==> src/rtl/core/synth_voice_allocator_macros.svh <==
// Assertion macros shared by the voice allocator RTL.
`ifndef SYNTH_VOICE_ALLOCATOR_MACROS_SVH
`define SYNTH_VOICE_ALLOCATOR_MACROS_SVH

// expression must never hold outside reset
`define SVALLOC_NEVER(lbl, expr, msg) \
   lbl: assert property (@(posedge clock) disable iff (reset) !(expr)) else $error(msg);

// same-cycle implication
`define SVALLOC_IMPLY(lbl, ante, cons, msg) \
   lbl: assert property (@(posedge clock) disable iff (reset) (ante) |-> (cons)) else $error(msg);

// next-cycle implication
`define SVALLOC_NEXT(lbl, ante, cons, msg) \
   lbl: assert property (@(posedge clock) disable iff (reset) (ante) |=> (cons)) else $error(msg);

`endif

==> src/rtl/core/svalloc_pkg.sv <==
// Types, constants and control/status structs of the voice allocator.
`default_nettype none
package svalloc_pkg;

   localparam int VOICE_COUNT   = 32;
   localparam int VIDX_W        = (VOICE_COUNT > 1) ? $clog2(VOICE_COUNT) : 1;
   localparam int VOICE_FIELD_W = 5;
   localparam int NOTE_SLOTS    = 128;
   localparam int NOTE_W        = 7;
   localparam int HCNT_W        = 8;
   localparam int UNI_W         = 6;
   localparam int Q16_W         = 16;
   localparam int MAX_UNISON    = 32;

   localparam int DIV_W  = 24;
   localparam int MAG_W  = DIV_W - 1;
   localparam int DVS_W  = 6;
   localparam int DCNT_W = $clog2(MAG_W + 1);

   localparam int REQ_DATA_W = 24;
   localparam int RSP_DATA_W = 56;
   localparam int CSR_IDX_W  = 2;
   localparam int CSR_DATA_W = 16;

   localparam logic [Q16_W-1:0] PAN_CENTRE = 16'h8000;
   localparam logic [Q16_W-1:0] Q16_MAX    = 16'hFFFF;

   localparam logic [1:0] EV_NOTE_ON  = 2'd0;
   localparam logic [1:0] EV_NOTE_OFF = 2'd1;
   localparam logic [1:0] EV_FINISHED = 2'd2;
   localparam logic [1:0] EV_ALL_OFF  = 2'd3;

   localparam logic [1:0] CMD_START   = 2'd0;
   localparam logic [1:0] CMD_SLIDE   = 2'd1;
   localparam logic [1:0] CMD_RELEASE = 2'd2;

   localparam logic [CSR_IDX_W-1:0] CSR_VOICE_MODE = 2'd0;
   localparam logic [CSR_IDX_W-1:0] CSR_UNISON     = 2'd1;
   localparam logic [CSR_IDX_W-1:0] CSR_DETUNE     = 2'd2;
   localparam logic [CSR_IDX_W-1:0] CSR_PAN        = 2'd3;

   localparam logic [1:0] JOB_DET_BASE = 2'd0;
   localparam logic [1:0] JOB_DET_STEP = 2'd1;
   localparam logic [1:0] JOB_PAN_BASE = 2'd2;
   localparam logic [1:0] JOB_PAN_STEP = 2'd3;

   typedef enum logic [2:0] {
      ST_IDLE, ST_PREP, ST_DIV, ST_SCAN, ST_HRD, ST_HCHK, ST_FLUSH
   } state_type;

   typedef enum logic [1:0] {
      SCAN_START, SCAN_SLIDE, SCAN_REL_NOTE, SCAN_REL_ALL
   } scan_type;

   typedef struct packed {
      logic       accept;
      logic       div_start;
      logic [1:0] next_job;
      logic       div_load;
      logic [1:0] job;
      logic       scan_init;
      logic       scan_step;
      scan_type   kind;
      logic       tgt_hist;
      logic       hist_read;
      logic       hist_dec;
      logic       mono_stop;
      logic       flush;
   } dp_cmd_type;

   typedef struct packed {
      logic [1:0] ev_mode;
      logic       voice_mode;
      logic       mono_playing;
      logic       hist_empty;
      logic       hist_one;
      logic       hist_match;
      logic       hist_held;
      logic       div_done;
      logic       scan_ok;
      logic       scan_end;
      logic       pend_valid;
      logic       out_free;
   } dp_status_type;

endpackage
`default_nettype wire

==> src/rtl/core/svalloc_div.sv <==
// Bit-serial signed floor divider, small unsigned divisor.
`default_nettype none
module svalloc_div (
   input  logic                                  clock,
   input  logic                                  reset,
   input  logic                                  start,
   input  logic signed [svalloc_pkg::DIV_W-1:0]  dividend,
   input  logic        [svalloc_pkg::DVS_W-1:0]  divisor,
   output logic                                  done,
   output logic signed [svalloc_pkg::DIV_W-1:0]  quotient,
   output logic        [svalloc_pkg::DVS_W-1:0]  remainder
);
   import svalloc_pkg::*;

   logic              busy_ff;
   logic              done_ff;
   logic [DCNT_W-1:0] cnt_ff;
   logic [MAG_W-1:0]  mag_ff;
   logic [MAG_W-1:0]  quo_ff;
   logic [DVS_W-1:0]  rem_ff;
   logic [DVS_W-1:0]  dvs_ff;
   logic              neg_ff;

   logic [DVS_W:0]    trial;
   logic              ge;
   logic [DVS_W-1:0]  rem_in;
   logic [DIV_W-1:0]  abs_in;
   logic signed [DIV_W-1:0] q_mag;

   assign abs_in = dividend[DIV_W-1] ? DIV_W'(-dividend) : DIV_W'(dividend);
   assign trial  = {rem_ff, mag_ff[MAG_W-1]};
   assign ge     = trial >= {1'b0, dvs_ff};
   assign rem_in = ge ? DVS_W'(trial - {1'b0, dvs_ff}) : DVS_W'(trial);

   always_ff @(posedge clock) begin
      if (reset) begin
         busy_ff <= 1'b0;
         done_ff <= 1'b0;
         cnt_ff  <= '0;
      end else begin
         done_ff <= 1'b0;
         if (start) begin
            busy_ff <= 1'b1;
            cnt_ff  <= DCNT_W'(MAG_W);
         end else if (busy_ff) begin
            cnt_ff <= cnt_ff - 1'b1;
            if (cnt_ff == DCNT_W'(1)) begin
               busy_ff <= 1'b0;
               done_ff <= 1'b1;
            end
         end
      end
   end

   always_ff @(posedge clock) begin
      if (start) begin
         mag_ff <= abs_in[MAG_W-1:0];
         quo_ff <= '0;
         rem_ff <= '0;
         dvs_ff <= divisor;
         neg_ff <= dividend[DIV_W-1];
      end else if (busy_ff) begin
         mag_ff <= {mag_ff[MAG_W-2:0], 1'b0};
         quo_ff <= {quo_ff[MAG_W-2:0], ge};
         rem_ff <= rem_in;
      end
   end

   assign q_mag = $signed({1'b0, quo_ff});
   assign done  = done_ff;

   always_comb begin
      quotient  = q_mag;
      remainder = rem_ff;
      if (neg_ff) begin
         if (rem_ff != '0) begin
            quotient  = -(q_mag + DIV_W'(1));
            remainder = dvs_ff - rem_ff;
         end else begin
            quotient  = -q_mag;
            remainder = '0;
         end
      end
   end

endmodule
`default_nettype wire

==> src/rtl/core/svalloc_ctrl.sv <==
// Sequencer of the voice allocator: event decode, division jobs, scans, log walk.
`default_nettype none
module svalloc_ctrl (
   input  logic                       clock,
   input  logic                       reset,
   input  logic                       req_tvalid,
   output logic                       req_tready,
   input  svalloc_pkg::dp_status_type st,
   output svalloc_pkg::dp_cmd_type    cmd
);
   import svalloc_pkg::*;

   state_type  state_ff, state_in;
   scan_type   kind_ff, kind_in;
   logic       first_ff, first_in;
   logic [1:0] job_ff, job_in;
   logic       hist_go;

   assign hist_go = !(first_ff && !st.hist_match);

   always_ff @(posedge clock) begin
      if (reset) begin
         state_ff <= ST_IDLE;
         kind_ff  <= SCAN_START;
         first_ff <= 1'b0;
         job_ff   <= JOB_DET_BASE;
      end else begin
         state_ff <= state_in;
         kind_ff  <= kind_in;
         first_ff <= first_in;
         job_ff   <= job_in;
      end
   end

   always_comb begin
      state_in = state_ff;
      kind_in  = kind_ff;
      first_in = first_ff;
      job_in   = job_ff;
      case (state_ff)
         ST_IDLE: begin
            if (req_tvalid) begin
               case (st.ev_mode)
                  EV_NOTE_ON: begin
                     if (!st.voice_mode || !st.mono_playing) begin
                        state_in = ST_PREP;
                        kind_in  = SCAN_START;
                     end else begin
                        state_in = ST_SCAN;
                        kind_in  = SCAN_SLIDE;
                     end
                  end
                  EV_NOTE_OFF: begin
                     if (!st.voice_mode) begin
                        state_in = ST_SCAN;
                        kind_in  = SCAN_REL_NOTE;
                     end else if (!st.hist_empty) begin
                        state_in = ST_HRD;
                        first_in = 1'b1;
                     end
                  end
                  EV_ALL_OFF: begin
                     state_in = ST_SCAN;
                     kind_in  = SCAN_REL_ALL;
                  end
                  default: ;
               endcase
            end
         end
         ST_PREP: begin
            state_in = ST_DIV;
            job_in   = JOB_DET_BASE;
         end
         ST_DIV: begin
            if (st.div_done) begin
               if (job_ff == JOB_PAN_STEP) begin
                  state_in = ST_SCAN;
               end else begin
                  job_in = job_ff + 2'd1;
               end
            end
         end
         ST_SCAN: begin
            if (st.scan_ok && st.scan_end) begin
               state_in = ST_FLUSH;
            end
         end
         ST_HRD: begin
            state_in = ST_HCHK;
         end
         ST_HCHK: begin
            first_in = 1'b0;
            if (!hist_go) begin
               state_in = ST_IDLE;
            end else if (st.hist_held) begin
               state_in = ST_SCAN;
               kind_in  = SCAN_SLIDE;
            end else if (st.hist_one) begin
               state_in = ST_SCAN;
               kind_in  = SCAN_REL_ALL;
            end else begin
               state_in = ST_HRD;
            end
         end
         ST_FLUSH: begin
            if (!st.pend_valid || st.out_free) begin
               state_in = ST_IDLE;
            end
         end
         default: state_in = ST_IDLE;
      endcase
   end

   always_comb begin
      cmd        = '0;
      cmd.kind   = kind_ff;
      req_tready = 1'b0;
      case (state_ff)
         ST_IDLE: begin
            req_tready    = 1'b1;
            cmd.accept    = req_tvalid;
            cmd.scan_init = req_tvalid;
         end
         ST_PREP: begin
            cmd.div_start = 1'b1;
            cmd.next_job  = JOB_DET_BASE;
         end
         ST_DIV: begin
            if (st.div_done) begin
               cmd.div_load = 1'b1;
               cmd.job      = job_ff;
               if (job_ff != JOB_PAN_STEP) begin
                  cmd.div_start = 1'b1;
                  cmd.next_job  = job_ff + 2'd1;
               end
            end
         end
         ST_SCAN: begin
            cmd.scan_step = 1'b1;
         end
         ST_HRD: begin
            cmd.hist_read = 1'b1;
         end
         ST_HCHK: begin
            if (hist_go) begin
               if (st.hist_held) begin
                  cmd.scan_init = 1'b1;
                  cmd.tgt_hist  = 1'b1;
               end else begin
                  cmd.hist_dec = 1'b1;
                  if (st.hist_one) begin
                     cmd.mono_stop = 1'b1;
                     cmd.scan_init = 1'b1;
                  end
               end
            end
         end
         ST_FLUSH: begin
            cmd.flush = st.pend_valid && st.out_free;
         end
         default: ;
      endcase
   end

endmodule
`default_nettype wire

==> src/rtl/core/svalloc_dpath.sv <==
// Datapath: voice table, held-note map, note log, unison steppers, result stages.
`default_nettype none
module svalloc_dpath (
   input  logic                                     clock,
   input  logic                                     reset,
   input  svalloc_pkg::dp_cmd_type                  cmd,
   output svalloc_pkg::dp_status_type               st,
   input  logic [svalloc_pkg::REQ_DATA_W-1:0]       req_tdata,
   input  logic [1:0]                               req_tuser,
   input  logic                                     csr_valid,
   output logic                                     csr_ready,
   input  logic [svalloc_pkg::CSR_IDX_W-1:0]        csr_index,
   input  logic [svalloc_pkg::CSR_DATA_W-1:0]       csr_data,
   output logic                                     rsp_tvalid,
   input  logic                                     rsp_tready,
   output logic [svalloc_pkg::RSP_DATA_W-1:0]       rsp_tdata,
   output logic [1:0]                               rsp_tuser,
   output logic                                     rsp_tlast
);
   import svalloc_pkg::*;

   // configuration
   logic             vmode_ff;
   logic [UNI_W-1:0] unison_ff;
   logic [Q16_W-1:0] detune_ff;
   logic [Q16_W-1:0] pan_ff;

   // voice and note state
   logic [VOICE_COUNT-1:0] busy_ff;
   logic [NOTE_W-1:0]      pitch_ff [VOICE_COUNT];
   logic [NOTE_SLOTS-1:0]  held_ff;
   logic [NOTE_W-1:0]      hist_mem [NOTE_SLOTS];
   logic [HCNT_W-1:0]      hist_cnt_ff;
   logic [NOTE_W-1:0]      hist_rd_ff;
   logic                   playing_ff;

   // current event
   logic [NOTE_W-1:0] note_ff;
   logic [NOTE_W-1:0] vel_ff;
   logic [NOTE_W-1:0] tgt_ff;
   logic [VIDX_W-1:0] k_ff;
   logic [UNI_W-1:0]  rem_ff;

   // unison steppers
   logic signed [DIV_W-1:0] qdet_ff, dqdet_ff, qpan_ff, dqpan_ff;
   logic [DVS_W-1:0]        rdet_ff, drdet_ff, rpan_ff, drpan_ff;

   // pending and output result
   logic                     pend_valid_ff;
   logic [VOICE_FIELD_W-1:0] pend_voice_ff, out_voice_ff;
   logic [1:0]               pend_cmd_ff, out_cmd_ff;
   logic [NOTE_W-1:0]        pend_tgt_ff, out_tgt_ff;
   logic [NOTE_W-1:0]        pend_vel_ff, out_vel_ff;
   logic [Q16_W-1:0]         pend_det_ff, out_det_ff;
   logic [Q16_W-1:0]         pend_pan_ff, out_pan_ff;
   logic                     out_last_ff;
   logic                     out_valid_ff, out_valid_in;

   // request fields
   logic [NOTE_W-1:0] req_note, req_vel;
   logic [4:0]        req_vid;

   // unison set geometry and division operands
   logic [UNI_W-1:0]        u_cl, d_val;
   logic [DVS_W-1:0]        m_val;
   logic [4:0]              jtop;
   logic [20:0]             det_prod;
   logic signed [DIV_W-1:0] det_base, det_step, pan_base, pan_step;
   logic signed [16:0]      pan_off;
   logic signed [6:0]       pan_coef;
   logic signed [DIV_W-1:0] pan_prod, pan_v;
   logic signed [DIV_W-1:0] div_dividend, div_q;
   logic [DVS_W-1:0]        div_r;
   logic                    div_done;

   // scan
   logic                    busy_k, hit, step_go, out_load;
   logic [NOTE_W-1:0]       pitch_k;
   logic [1:0]              new_cmd;
   logic [NOTE_W-1:0]       new_tgt, new_vel;
   logic [Q16_W-1:0]        new_det, new_pan;
   logic signed [DIV_W-1:0] qdet_in, qpan_in;
   logic [DVS_W-1:0]        rdet_in, rpan_in;
   logic [DVS_W:0]          rdet_sum, rpan_sum;

   assign req_note = req_tdata[6:0];
   assign req_vel  = req_tdata[13:7];
   assign req_vid  = req_tdata[18:14];

   assign csr_ready = 1'b1;

   always_comb begin
      if (unison_ff == '0) begin
         u_cl = UNI_W'(1);
      end else if (unison_ff > UNI_W'(MAX_UNISON)) begin
         u_cl = UNI_W'(MAX_UNISON);
      end else begin
         u_cl = unison_ff;
      end
   end

   assign d_val    = (u_cl > UNI_W'(1)) ? (u_cl - UNI_W'(1)) : UNI_W'(1);
   assign m_val    = DVS_W'({d_val, 1'b0});
   assign jtop     = 5'(u_cl - UNI_W'(1));
   assign det_prod = 21'(jtop) * 21'(detune_ff);
   assign det_base = $signed({2'b00, det_prod, 1'b0}) + $signed({18'b0, d_val});
   assign det_step = -$signed({7'b0, detune_ff, 1'b0});
   assign pan_off  = $signed({1'b0, pan_ff}) - $signed({1'b0, PAN_CENTRE});
   assign pan_coef = $signed({1'b0, jtop, 1'b0}) - $signed({1'b0, d_val});
   assign pan_prod = DIV_W'(pan_coef) * DIV_W'(pan_off);
   assign pan_v    = pan_prod + $signed({3'b0, d_val, 15'b0});
   assign pan_base = (pan_v <<< 1) + $signed({18'b0, d_val});
   assign pan_step = -(DIV_W'(pan_off) <<< 2);

   always_comb begin
      case (cmd.next_job)
         JOB_DET_BASE: div_dividend = det_base;
         JOB_DET_STEP: div_dividend = det_step;
         JOB_PAN_BASE: div_dividend = pan_base;
         JOB_PAN_STEP: div_dividend = pan_step;
         default:      div_dividend = det_base;
      endcase
   end

   svalloc_div u_div (
      .clock     (clock),
      .reset     (reset),
      .start     (cmd.div_start),
      .dividend  (div_dividend),
      .divisor   (m_val),
      .done      (div_done),
      .quotient  (div_q),
      .remainder (div_r)
   );

   // scan of the voice table
   assign busy_k  = busy_ff[k_ff];
   assign pitch_k = pitch_ff[k_ff];

   always_comb begin
      case (cmd.kind)
         SCAN_START:    hit = !busy_k && (rem_ff != '0);
         SCAN_SLIDE:    hit = busy_k;
         SCAN_REL_NOTE: hit = busy_k && (pitch_k == tgt_ff);
         SCAN_REL_ALL:  hit = busy_k;
         default:       hit = 1'b0;
      endcase
   end

   always_comb begin
      new_tgt = tgt_ff;
      new_vel = '0;
      new_det = '0;
      new_pan = '0;
      case (cmd.kind)
         SCAN_START: begin
            new_cmd = CMD_START;
            new_vel = vel_ff;
            if (qdet_ff < 0) begin
               new_det = '0;
            end else if (qdet_ff > $signed({8'b0, Q16_MAX})) begin
               new_det = Q16_MAX;
            end else begin
               new_det = qdet_ff[Q16_W-1:0];
            end
            if (qpan_ff < 0) begin
               new_pan = '0;
            end else if (qpan_ff > $signed({8'b0, Q16_MAX})) begin
               new_pan = Q16_MAX;
            end else begin
               new_pan = qpan_ff[Q16_W-1:0];
            end
         end
         SCAN_SLIDE:    new_cmd = CMD_SLIDE;
         SCAN_REL_NOTE: new_cmd = CMD_RELEASE;
         SCAN_REL_ALL: begin
            new_cmd = CMD_RELEASE;
            new_tgt = pitch_k;
         end
         default:       new_cmd = CMD_RELEASE;
      endcase
   end

   // one unison position down: add the step, carry the remainder
   assign rdet_sum = {1'b0, rdet_ff} + {1'b0, drdet_ff};
   assign rpan_sum = {1'b0, rpan_ff} + {1'b0, drpan_ff};

   always_comb begin
      qdet_in = qdet_ff + dqdet_ff;
      rdet_in = rdet_sum[DVS_W-1:0];
      if (rdet_sum >= {1'b0, m_val}) begin
         qdet_in = qdet_ff + dqdet_ff + DIV_W'(1);
         rdet_in = DVS_W'(rdet_sum - {1'b0, m_val});
      end
      qpan_in = qpan_ff + dqpan_ff;
      rpan_in = rpan_sum[DVS_W-1:0];
      if (rpan_sum >= {1'b0, m_val}) begin
         qpan_in = qpan_ff + dqpan_ff + DIV_W'(1);
         rpan_in = DVS_W'(rpan_sum - {1'b0, m_val});
      end
   end

   assign step_go      = cmd.scan_step && st.scan_ok;
   assign out_load     = (step_go && hit && pend_valid_ff) || cmd.flush;
   assign out_valid_in = out_load ? 1'b1 : (rsp_tready ? 1'b0 : out_valid_ff);

   // control state
   always_ff @(posedge clock) begin
      if (reset) begin
         vmode_ff      <= 1'b0;
         unison_ff     <= UNI_W'(1);
         detune_ff     <= '0;
         pan_ff        <= PAN_CENTRE;
         busy_ff       <= '0;
         held_ff       <= '0;
         hist_cnt_ff   <= '0;
         playing_ff    <= 1'b0;
         pend_valid_ff <= 1'b0;
         out_valid_ff  <= 1'b0;
      end else begin
         out_valid_ff <= out_valid_in;
         if (cmd.accept) begin
            case (req_tuser)
               EV_NOTE_ON: begin
                  if (vmode_ff) begin
                     held_ff[req_note] <= 1'b1;
                     if (hist_cnt_ff < HCNT_W'(NOTE_SLOTS)) begin
                        hist_cnt_ff <= hist_cnt_ff + 1'b1;
                     end
                     playing_ff <= 1'b1;
                  end
               end
               EV_NOTE_OFF: begin
                  if (vmode_ff && (hist_cnt_ff != '0)) begin
                     held_ff[req_note] <= 1'b0;
                  end
               end
               EV_FINISHED: begin
                  if ({1'b0, req_vid} < 6'(VOICE_COUNT)) begin
                     busy_ff[VIDX_W'(req_vid)] <= 1'b0;
                  end
               end
               EV_ALL_OFF: begin
                  playing_ff  <= 1'b0;
                  hist_cnt_ff <= '0;
                  held_ff     <= '0;
               end
               default: ;
            endcase
         end
         if (cmd.hist_dec) begin
            hist_cnt_ff <= hist_cnt_ff - 1'b1;
         end
         if (cmd.mono_stop) begin
            playing_ff <= 1'b0;
            held_ff    <= '0;
         end
         if (step_go && hit && (cmd.kind == SCAN_START)) begin
            busy_ff[k_ff] <= 1'b1;
         end
         if (cmd.flush) begin
            pend_valid_ff <= 1'b0;
         end else if (step_go && hit) begin
            pend_valid_ff <= 1'b1;
         end
         if (csr_valid) begin
            case (csr_index)
               CSR_VOICE_MODE: begin
                  vmode_ff    <= csr_data[0];
                  busy_ff     <= '0;
                  held_ff     <= '0;
                  hist_cnt_ff <= '0;
                  playing_ff  <= 1'b0;
               end
               CSR_UNISON: unison_ff <= csr_data[UNI_W-1:0];
               CSR_DETUNE: detune_ff <= csr_data;
               CSR_PAN:    pan_ff    <= csr_data;
               default: ;
            endcase
         end
      end
   end

   // note log
   always_ff @(posedge clock) begin
      if (cmd.accept && vmode_ff && (req_tuser == EV_NOTE_ON) &&
          (hist_cnt_ff < HCNT_W'(NOTE_SLOTS))) begin
         hist_mem[hist_cnt_ff[NOTE_W-1:0]] <= req_note;
      end
      if (cmd.hist_read) begin
         hist_rd_ff <= hist_mem[NOTE_W'(hist_cnt_ff - 1'b1)];
      end
   end

   // payload
   always_ff @(posedge clock) begin
      if (cmd.accept) begin
         note_ff <= req_note;
         vel_ff  <= req_vel;
         tgt_ff  <= req_note;
      end
      if (cmd.tgt_hist) begin
         tgt_ff <= hist_rd_ff;
      end
      if (cmd.scan_init) begin
         k_ff   <= '0;
         rem_ff <= u_cl;
      end else if (step_go) begin
         k_ff <= k_ff + 1'b1;
      end
      if (cmd.div_load) begin
         case (cmd.job)
            JOB_DET_BASE: begin
               qdet_ff <= div_q;
               rdet_ff <= div_r;
            end
            JOB_DET_STEP: begin
               dqdet_ff <= div_q;
               drdet_ff <= div_r;
            end
            JOB_PAN_BASE: begin
               qpan_ff <= div_q;
               rpan_ff <= div_r;
            end
            JOB_PAN_STEP: begin
               dqpan_ff <= div_q;
               drpan_ff <= div_r;
            end
            default: ;
         endcase
      end
      if (step_go && hit) begin
         case (cmd.kind)
            SCAN_START: begin
               pitch_ff[k_ff] <= tgt_ff;
               rem_ff         <= rem_ff - 1'b1;
               qdet_ff        <= qdet_in;
               rdet_ff        <= rdet_in;
               qpan_ff        <= qpan_in;
               rpan_ff        <= rpan_in;
            end
            SCAN_SLIDE: pitch_ff[k_ff] <= tgt_ff;
            default: ;
         endcase
         pend_voice_ff <= VOICE_FIELD_W'(k_ff);
         pend_cmd_ff   <= new_cmd;
         pend_tgt_ff   <= new_tgt;
         pend_vel_ff   <= new_vel;
         pend_det_ff   <= new_det;
         pend_pan_ff   <= new_pan;
      end
      if (out_load) begin
         out_voice_ff <= pend_voice_ff;
         out_cmd_ff   <= pend_cmd_ff;
         out_tgt_ff   <= pend_tgt_ff;
         out_vel_ff   <= pend_vel_ff;
         out_det_ff   <= pend_det_ff;
         out_pan_ff   <= pend_pan_ff;
         out_last_ff  <= cmd.flush;
      end
   end

   assign st.ev_mode      = req_tuser;
   assign st.voice_mode   = vmode_ff;
   assign st.mono_playing = playing_ff;
   assign st.hist_empty   = (hist_cnt_ff == '0);
   assign st.hist_one     = (hist_cnt_ff == HCNT_W'(1));
   assign st.hist_match   = (hist_rd_ff == note_ff);
   assign st.hist_held    = held_ff[hist_rd_ff];
   assign st.div_done     = div_done;
   assign st.out_free     = !out_valid_ff || rsp_tready;
   assign st.scan_ok      = !(hit && pend_valid_ff && !st.out_free);
   assign st.scan_end     = (k_ff == VIDX_W'(VOICE_COUNT - 1));
   assign st.pend_valid   = pend_valid_ff;

   assign rsp_tvalid = out_valid_ff;
   assign rsp_tuser  = out_cmd_ff;
   assign rsp_tlast  = out_last_ff;
   assign rsp_tdata  = {5'b0, out_pan_ff, out_det_ff, out_vel_ff, out_tgt_ff, out_voice_ff};

endmodule
`default_nettype wire

==> src/rtl/core/synth_voice_allocator.sv <==
// Voice allocator top level: sequencer plus datapath.
//
// Turns note events into per-voice start, slide and release beats. Each event is
// taken one at a time. Note-on, all-off and poly note-off events are walked
// through a scan of all 32 voices, one voice per cycle unless the result port
// stalls. A note-on that starts voices first runs four 23-bit serial divisions
// to set up the detune and pan steppers. A mono note-off walks the note log back,
// through a read state and a check state per entry, before any scan;
// voice-finished events need no scan. A stalled result port holds the scan.
// Configuration writes are always taken.
`default_nettype none
module synth_voice_allocator (
   input  logic                                 clock,
   input  logic                                 reset,
   input  logic                                 req_tvalid,
   output logic                                 req_tready,
   // note[6:0], velocity[13:7], voice_id[18:14]
   input  logic [svalloc_pkg::REQ_DATA_W-1:0]   req_tdata,
   // mode[1:0]
   input  logic [1:0]                           req_tuser,
   output logic                                 rsp_tvalid,
   input  logic                                 rsp_tready,
   // voice[4:0], target_note[11:5], start_velocity[18:12],
   // voice_detune[34:19], voice_pan[50:35]
   output logic [svalloc_pkg::RSP_DATA_W-1:0]   rsp_tdata,
   // command[1:0]
   output logic [1:0]                           rsp_tuser,
   output logic                                 rsp_tlast,
   input  logic                                 csr_valid,
   output logic                                 csr_ready,
   input  logic [svalloc_pkg::CSR_IDX_W-1:0]    csr_index,
   input  logic [svalloc_pkg::CSR_DATA_W-1:0]   csr_data
);
   import svalloc_pkg::*;

`include "synth_voice_allocator_macros.svh"

   dp_cmd_type    dp_cmd;
   dp_status_type dp_status;
   logic          rsp_plain;
   logic          mode_write;
   logic          dp_cleared;

   svalloc_ctrl u_ctrl (
      .clock      (clock),
      .reset      (reset),
      .req_tvalid (req_tvalid),
      .req_tready (req_tready),
      .st         (dp_status),
      .cmd        (dp_cmd)
   );

   svalloc_dpath u_dpath (
      .clock      (clock),
      .reset      (reset),
      .cmd        (dp_cmd),
      .st         (dp_status),
      .req_tdata  (req_tdata),
      .req_tuser  (req_tuser),
      .csr_valid  (csr_valid),
      .csr_ready  (csr_ready),
      .csr_index  (csr_index),
      .csr_data   (csr_data),
      .rsp_tvalid (rsp_tvalid),
      .rsp_tready (rsp_tready),
      .rsp_tdata  (rsp_tdata),
      .rsp_tuser  (rsp_tuser),
      .rsp_tlast  (rsp_tlast)
   );

   assign rsp_plain  = rsp_tvalid && (rsp_tuser != CMD_START);
   assign mode_write = csr_valid && (csr_index == CSR_VOICE_MODE);
   assign dp_cleared = dp_status.hist_empty && !dp_status.mono_playing;

   `SVALLOC_NEVER(a_idle_no_pend, req_tready && dp_status.pend_valid, "beat pending in idle")
   `SVALLOC_IMPLY(a_plain_fields, rsp_plain, rsp_tdata[50:12] == '0, "plain beat has payload")
   `SVALLOC_NEXT(a_mode_clears, mode_write, dp_cleared, "voice mode write kept state")

endmodule
`default_nettype wire

==> config.mk <==
export PLATFORM = sky130hd
export DESIGN_NAME = synth_voice_allocator
export DESIGN_NICKNAME = d
export VERILOG_FILES = /design/src/rtl/core/svalloc_pkg.sv /design/src/rtl/core/svalloc_div.sv /design/src/rtl/core/svalloc_ctrl.sv /design/src/rtl/core/svalloc_dpath.sv /design/src/rtl/core/synth_voice_allocator.sv
export VERILOG_INCLUDE_DIRS = /design/src /design/src/rtl/core
export SDC_FILE = /design/constraint.sdc
export NUM_CORES = 2
export LEC_CHECK = 0
export ABC_CLOCK_PERIOD_IN_PS = 24200
export CAP_MARGIN = 0
export CORE_MARGIN = 2
export CORE_UTILIZATION = 50
export CTS_CLUSTER_SIZE = 40
export DETAILED_ROUTE_END_ITERATION = 12
export DONT_BUFFER_PORTS = 1
export PLACE_DENSITY = 0.64
export SLEW_MARGIN = 10
export SYNTH_ARGS = -nofsm -noshare
export SYNTH_HDL_FRONTEND = slang
export SYNTH_SLANG_ARGS = --single-unit
==> constraint.sdc <==
create_clock -name clock -period 24.2 [get_ports clock]
set_clock_uncertainty 0.1 [all_clocks]
set_input_delay 3.63 -clock clock [delete_from_list [all_inputs] [get_ports clock]]
set_output_delay 3.63 -clock clock [all_outputs]
set_load 0.01 [all_outputs]
Word-level counts from Yosys, hierarchy flattened
Memory sizes are Yosys's and may differ from the RTL's. A register that Yosys moved wholly into a read port is not among the register bits.
Cells that the tools add are included.

storage, ports and cells
  register bits after elaboration = 542
  bits in writable memories = 1120
  input bits = 49
  output and inout bits = 62
  memories = 2

operators by class
  add/sub/neg operators = 28
  multiply operators = 2
  $lt $le $gt $ge = 17
  equality and inequality tests = 42
  muxes and demuxes = 145
  bitwise gates (word level) = 9
  reductions and logical operators = 63

memory list
  memory            words  bits a word  read ports  clocked after Yosys merged registers in  wr ports  RTL line             RTL
  u_dpath.hist_mem  128    7            1           1                                        1         svalloc_dpath.sv:32  logic [NOTE_W-1:0] hist_mem [NOTE_SLOTS];
  u_dpath.pitch_ff  32     7            1           1                                        1         svalloc_dpath.sv:30  logic [NOTE_W-1:0] pitch_ff [VOICE_COUNT];

operators with widths
  cell                                                                               number
  128-bit 2-to-1 mux                                                                 6
  128-bit case mux with 3 select lines                                               1
  24-bit 2-to-1 mux                                                                  12
  32-bit 2-to-1 mux                                                                  6
  128-bit AND                                                                        1
  128-bit inverter                                                                   1
  128-bit OR                                                                         1
  6-bit 2-to-1 mux                                                                   20
  24-bit case mux with 4 select lines                                                1
  23-bit 2-to-1 mux                                                                  3
  24-bit by 2-bit adder with 24-bit output, second input constant                    2
  24-bit adder                                                                       2
  24-bit by 17-bit greater-than comparator with 1-bit output, second input constant  2
  24-bit by 1-bit < comparator with 1-bit output, second input constant              2
  8-bit 2-to-1 mux                                                                   6
  1-bit 2-to-1 mux                                                                   40
  3-bit 2-to-1 mux                                                                   12
  32-bit AND                                                                         1
  16-bit 2-to-1 mux                                                                  2
  32-bit inverter                                                                    1
  32-bit OR                                                                          1
  7-bit 2-to-1 mux                                                                   4
  23-bit by 1-bit adder with 24-bit output, second input constant                    1
  24-bit by 7-bit adder with 24-bit output                                           1
  other kinds (73)                                                                   177

Longest topological paths before layout
  depth after elaboration = 14
  mapped depth = 43

Hierarchy
Synthesis repeated with hierarchy kept, for this count alone.

second synthesis, totals
  cells, all modules = 6129
  area total of the unflattened synthesis = 81902.3 sq um

by module, submodules not included
  module         instances  cells each  area each (sq um)
  svalloc_dpath  1          5593        77073.9
  svalloc_div    1          444         4155.2
  svalloc_ctrl   1          92          673.1

Worst setup path after synthesis
OpenSTA, ideal clock, no wires.

  kind = reg-to-reg
  start = register u_dpath.unison_ff[2]
  end = register u_dpath.u_div.mag_ff[20], data pin
  setup time = 264 ps
  data arrival time = 9092 ps
  required time = 23836 ps
  setup slack = 14744 ps
  cell stages (with the launch flop) = 41
  path buffers = 5
  period minus slack after synthesis = 9456 ps
  path through = dfxtp_1 nor3_1 a21oi_1 or2_2 clkbuf_1 clkbuf_1 inv_1 ha_1 nor2_1 nor3b_1 or2_2 ha_1 a21o_1 a21o_1 a21o_1 a21oi_1 xnor2_1 clkbuf_1 [5 not listed] inv_1 fa_1 inv_1 ha_1 buf_2 o21ai_0 o211ai_1 a221oi_1 a211oi_1 and4_1 clkbuf_1 nand4_1 xnor2_1 a221oi_1 nand2_1 o41ai_1 xor2_1 o21ai_1

between the ends
  word-level cells in the longest chain between the ends = 13

RTL lines
  item                                                                                                                            RTL line              RTL
  start: declaration                                                                                                              svalloc_dpath.sv:24   logic [UNI_W-1:0] unison_ff;
  start signal: assignment                                                                                                        svalloc_dpath.sv:275  CSR_UNISON: unison_ff <= csr_data[UNI_W-1:0];
  6-bit greater-than comparator                                                                                                   svalloc_dpath.sv:95   end else if (unison_ff > UNI_W'(MAX_UNISON)) begin
  6-bit 2-to-1 mux                                                                                                                svalloc_dpath.sv:95
  6-bit 2-to-1 mux (*)                                                                                                            svalloc_dpath.sv:93   if (unison_ff == '0) begin
  6-bit by 1-bit subtractor with 6-bit output / 6-bit by 1-bit greater-than comparator with 1-bit output (equally long branches)  svalloc_dpath.sv:102  assign d_val = (u_cl > UNI_W'(1)) ? (u_cl - UNI_W'(1)) : UNI_W'(1);
  6-bit 2-to-1 mux                                                                                                                svalloc_dpath.sv:102
  6-bit by 6-bit subtractor with 7-bit output                                                                                     svalloc_dpath.sv:109  assign pan_coef = $signed({1'b0, jtop, 1'b0}) - $signed({1'b0, d_val});
  7-bit by 17-bit multiplier with 23-bit output                                                                                   svalloc_dpath.sv:110  assign pan_prod = DIV_W'(pan_coef) * DIV_W'(pan_off);
  23-bit by 22-bit adder with 23-bit output                                                                                       svalloc_dpath.sv:111  assign pan_v = pan_prod + $signed({3'b0, d_val, 15'b0});
  24-bit by 7-bit adder with 24-bit output                                                                                        svalloc_dpath.sv:112  assign pan_base = (pan_v <<< 1) + $signed({18'b0, d_val});
  24-bit case mux with 4 select lines (*)                                                                                         svalloc_dpath.sv:116  case (cmd.next_job)
  23-bit negation                                                                                                                 svalloc_div.sv:30     assign abs_in = dividend[DIV_W-1] ? DIV_W'(-dividend) : DIV_W'(dividend);
  23-bit 2-to-1 mux (*)                                                                                                           svalloc_div.sv:30
  23-bit 2-to-1 mux (*)                                                                                                           svalloc_div.sv:56     if (start) begin
  end signal: assignment                                                                                                          svalloc_div.sv:57     mag_ff <= abs_in[MAG_W-1:0];
  end signal: assignment                                                                                                          svalloc_div.sv:63     mag_ff <= {mag_ff[MAG_W-2:0], 1'b0};
  end: declaration                                                                                                                svalloc_div.sv:18     logic [MAG_W-1:0] mag_ff;

Mark *: on every way between the ends. The rest lies on a longest branch, timed or not.
A chain may end at the register's enable or synchronous reset.

Final worst setup path
  start = register u_dpath.unison_ff[3]
  end = register u_dpath.u_div.mag_ff[21], data pin

The elaborated chain is that of the path after synthesis.

==> flow_summary.toml <==
[logic_synthesis]
yosys_register_bits = 1674
synth-seq-area-share_pct = 57.7
synth_most_common_cell = "edfxtp_1"
avgSynthCellArea_um2 = 13.3
yosys-top-cells-area = "edfxtp_1, mux4_2, dfxtp_1, fa_1, a21oi_1"
ys_async_sr_fraction_pct = 0
synth_edf_count = 1344
synth.distinct_cells = 84
syn-cell-area_um2 = 81400
synth_common_cells = "edfxtp_1, nor2_1, a21oi_1"
synth_area_leader_cell = "edfxtp_1"
ys.flop_type = "edfxtp_1"
syn_inst = 6142
ys_warn_count = 0
synth_top_area_share_pct = 49.6

[min_path]
min_to = "u_dpath.rsp_tuser[1]"
whs_path_depth = 0
min_path_type = "flop to flop"
min_from = "u_dpath.pend_cmd_ff[1]"

[power_and_ir_drop]
pwr-share-seq_pct = 42.6
p_switching_uw = 2370
p_clk_share_pct = 32.8
internal_power_uw = 5550
p_sw_share_pct = 29.9
p_leak_uw = 0.0299
power.density_nw_per_um2 = 88.9
peakVddDrop_v = 0.0000966
comb_power_share_pct = 24.5

[timing]
slew_headroom_pct = 17.0
fmax_ghz = 0.0904
rsz0062_at_grt = "false"
fin_setup_tns_ns = 0
max_slew.worst_pin.slew_ns = 1.23
min_period_ns = 11.06
drv_slew = 0
worst_slack_ns = 13.14
hold_viol = 0
setup_viol = 0
period_share_pct = 45.7

[critical_path]
ff2ff_setup_slack_ns = 13.14
reg2reg_from = "u_dpath.unison_ff[3]"
startpoint_type = "flop"
critPathKind = "flop to flop"
rr_endpoint = "u_dpath.u_div.mag_ff[21]"
cp_slowest_cell = "nand2b_1"
path_buf_inv = 7
crit_required_ns = 24.62
end_kind = "flop"
crit_arrival_ns = 11.48
crit_top_cell = "inv_1"
critPathMaxStageDelay_ns = 0.62
r2r.worst_path.cells = 38
path_max_fanout = 19
critical_path.top_delay_family = "adder cells"

[placement]
hpwl_um = 124000
place_ws_ns = 13.19
port_buffers = 0
globalplace.congestion = 0.885

[clocking]
cts.clk_slew.worst_paths_ns = 0.07
cts-root-buf = "clkbuf_16"
post_cts_buffers = 0
numClockSinks = 1674
numCtsBuffers = 170
cts_buffer_depth = 3
clk_latency_ns = 0.82
tritoncts = "built"
cts_resized = 0
cts_hold_buf = 0
htreeDepth = 4

[grt]
grt-ovfl-total = 0
grt-busiest-layer = "met2"
grt_start_max_net_pins = 144
grtUsageMet3_pct = 3.29
grt.met2_usage_pct = 38.8
track_usage_pct = 23.4
grt_pass1_wl_um = 300000
gr-usage-met1_pct = 31.9
grt_pass1_vias = 49400
antenna_found_initial = 2

[detailed_routing]
ant_nets = 0
drt_iter0_markers = 4435
routed_wirelength_um = 195000
drt_first_pass_iters = 8
viasPerCell = 5.98
vias = 49900
avgRoutedWirePerCell_um = 23.4
drc = 0

[finish]
drive_above_1_share_pct = 13.5
nets = 6412
area_delta_synth_final_pct = 9.35

[die]
die_w_um = 408
core_area_um2 = 162000
pin_count = 111
die_area_um2 = 166000
rows = 148
initial_core_util_pct = 50.2
fp.dieH_um = 408

[outcome]
outcome = "completed"

[job]
max_cap_violations = 0
## metrics by stage
stage	instance area (um2)	power [uW]	hold WS [ns]	cells	util, %
2_1_floorplan	81500	4900	0.300	6150	-
3_3_place_gp	83500	5330	0.300	8034	51.5
3_5_place_dp	83500	5360	0.306	8034	51.5
4_1_cts	89000	7970	0.313	8337	54.9
5_1_grt	89000	8320	0.319	8339	54.9
6_report	89000	7910	0.314	8340	54.9
## worst max-delay path by stage
stage,from,end,slack (ns),depth (start not counted)
detailed placement,u_dpath.unison_ff[3],u_dpath.u_div.mag_ff[21],13.19,38
finish,u_dpath.unison_ff[3],u_dpath.u_div.mag_ff[21],13.14,38
floorplan,u_dpath.unison_ff[2],u_dpath.u_div.mag_ff[20],14.74,40
global placement,u_dpath.unison_ff[3],u_dpath.u_div.mag_ff[17],13.00,34
CTS,u_dpath.unison_ff[3],u_dpath.u_div.mag_ff[21],13.13,38
global route,u_dpath.unison_ff[3],u_dpath.u_div.mag_ff[3],12.27,38
## sequential cells by signal (all words and copies together), names as in the netlist, 8 cells and up, named ones only
register              flops
u_dpath.hist_mem        896
u_dpath.pitch_ff        224
u_dpath.held_ff         128
u_dpath.out_det_ff       16
u_dpath.detune_ff        16
u_dpath.pan_ff           16
u_dpath.hist_cnt_ff       8
u_dpath.dqpan_ff         24
u_dpath.u_div.mag_ff     23
u_dpath.out_pan_ff       16
u_dpath.qdet_ff          24
u_dpath.dqdet_ff         24
u_dpath.qpan_ff          24
u_dpath.busy_ff          32
u_dpath.pend_det_ff      16
u_dpath.u_div.quo_ff     23
u_dpath.pend_pan_ff      16
## kinds of logic after synthesis
| family | synth area share (%) |
|---|---|
| fa+ha+maj | 6.41 |
| flops | 57.7 |
| simple gates | 9.71 |
| other cells | 0.00922 |
| xor+xnor | 2.74 |
| buf+inv | 3.07 |
| compound gates | 7.91 |
| mux | 12.5 |
## power by group through the flow
stage	registers [uW]	clock network [uW]	logic [uW]
CTS	3370	2650	1950
global route	3390	2750	2180
detailed placement	3430	0	1930
floorplan	3390	0	1520
finish	3370	2600	1940
global placement	3430	0	1900
## metal layers
metal | wire (um) | vias to the layer above | part of all wire (%)
met5 | 0 | - | 0
met4 | 6300 | 0 | 3.2
met3 | 11400 | 337 | 5.9
met2 | 95800 | 1539 | 49
met1 | 81300 | 25300 | 42
li1 | - | 22800 | -
## layout make-up
type                    count  area, um2
flip-flops and latches   1674      47000
multi-input cells        3834      32200
well taps                2175       2720
clock inverters            77        905
repair buffers             74        568
inverters                 277       1040
fillers                 13200      73200
diodes                      3       7.51
clock buffers             226       4610
## worst reg2reg max path: cells and delay by family (launching register included)
kind            cells  cell delay [ns]
compound gates     11             2.92
fa+ha+maj           7             2.97
simple gates       11             2.77
buf+inv             7             1.05
xor+xnor            2             0.62
flops               1             0.36
## cells in the final DEF (no fill, tap or decap), drive strengths merged, types with 56 or more instances in the layout
master / instances
a21oi: 488
and2: 107
buf: 74
clkbuf: 226
dfxtp: 330
edfxtp: 1344
fa: 142
ha: 190
inv: 284
mux2i: 56
mux4: 415
nand2: 405
nand3: 109
nor2: 541
nor3: 200
o211ai: 64
o21ai: 202
xnor2: 146
xor2: 106
No activity file was read; power rests on OpenSTA's default activity.
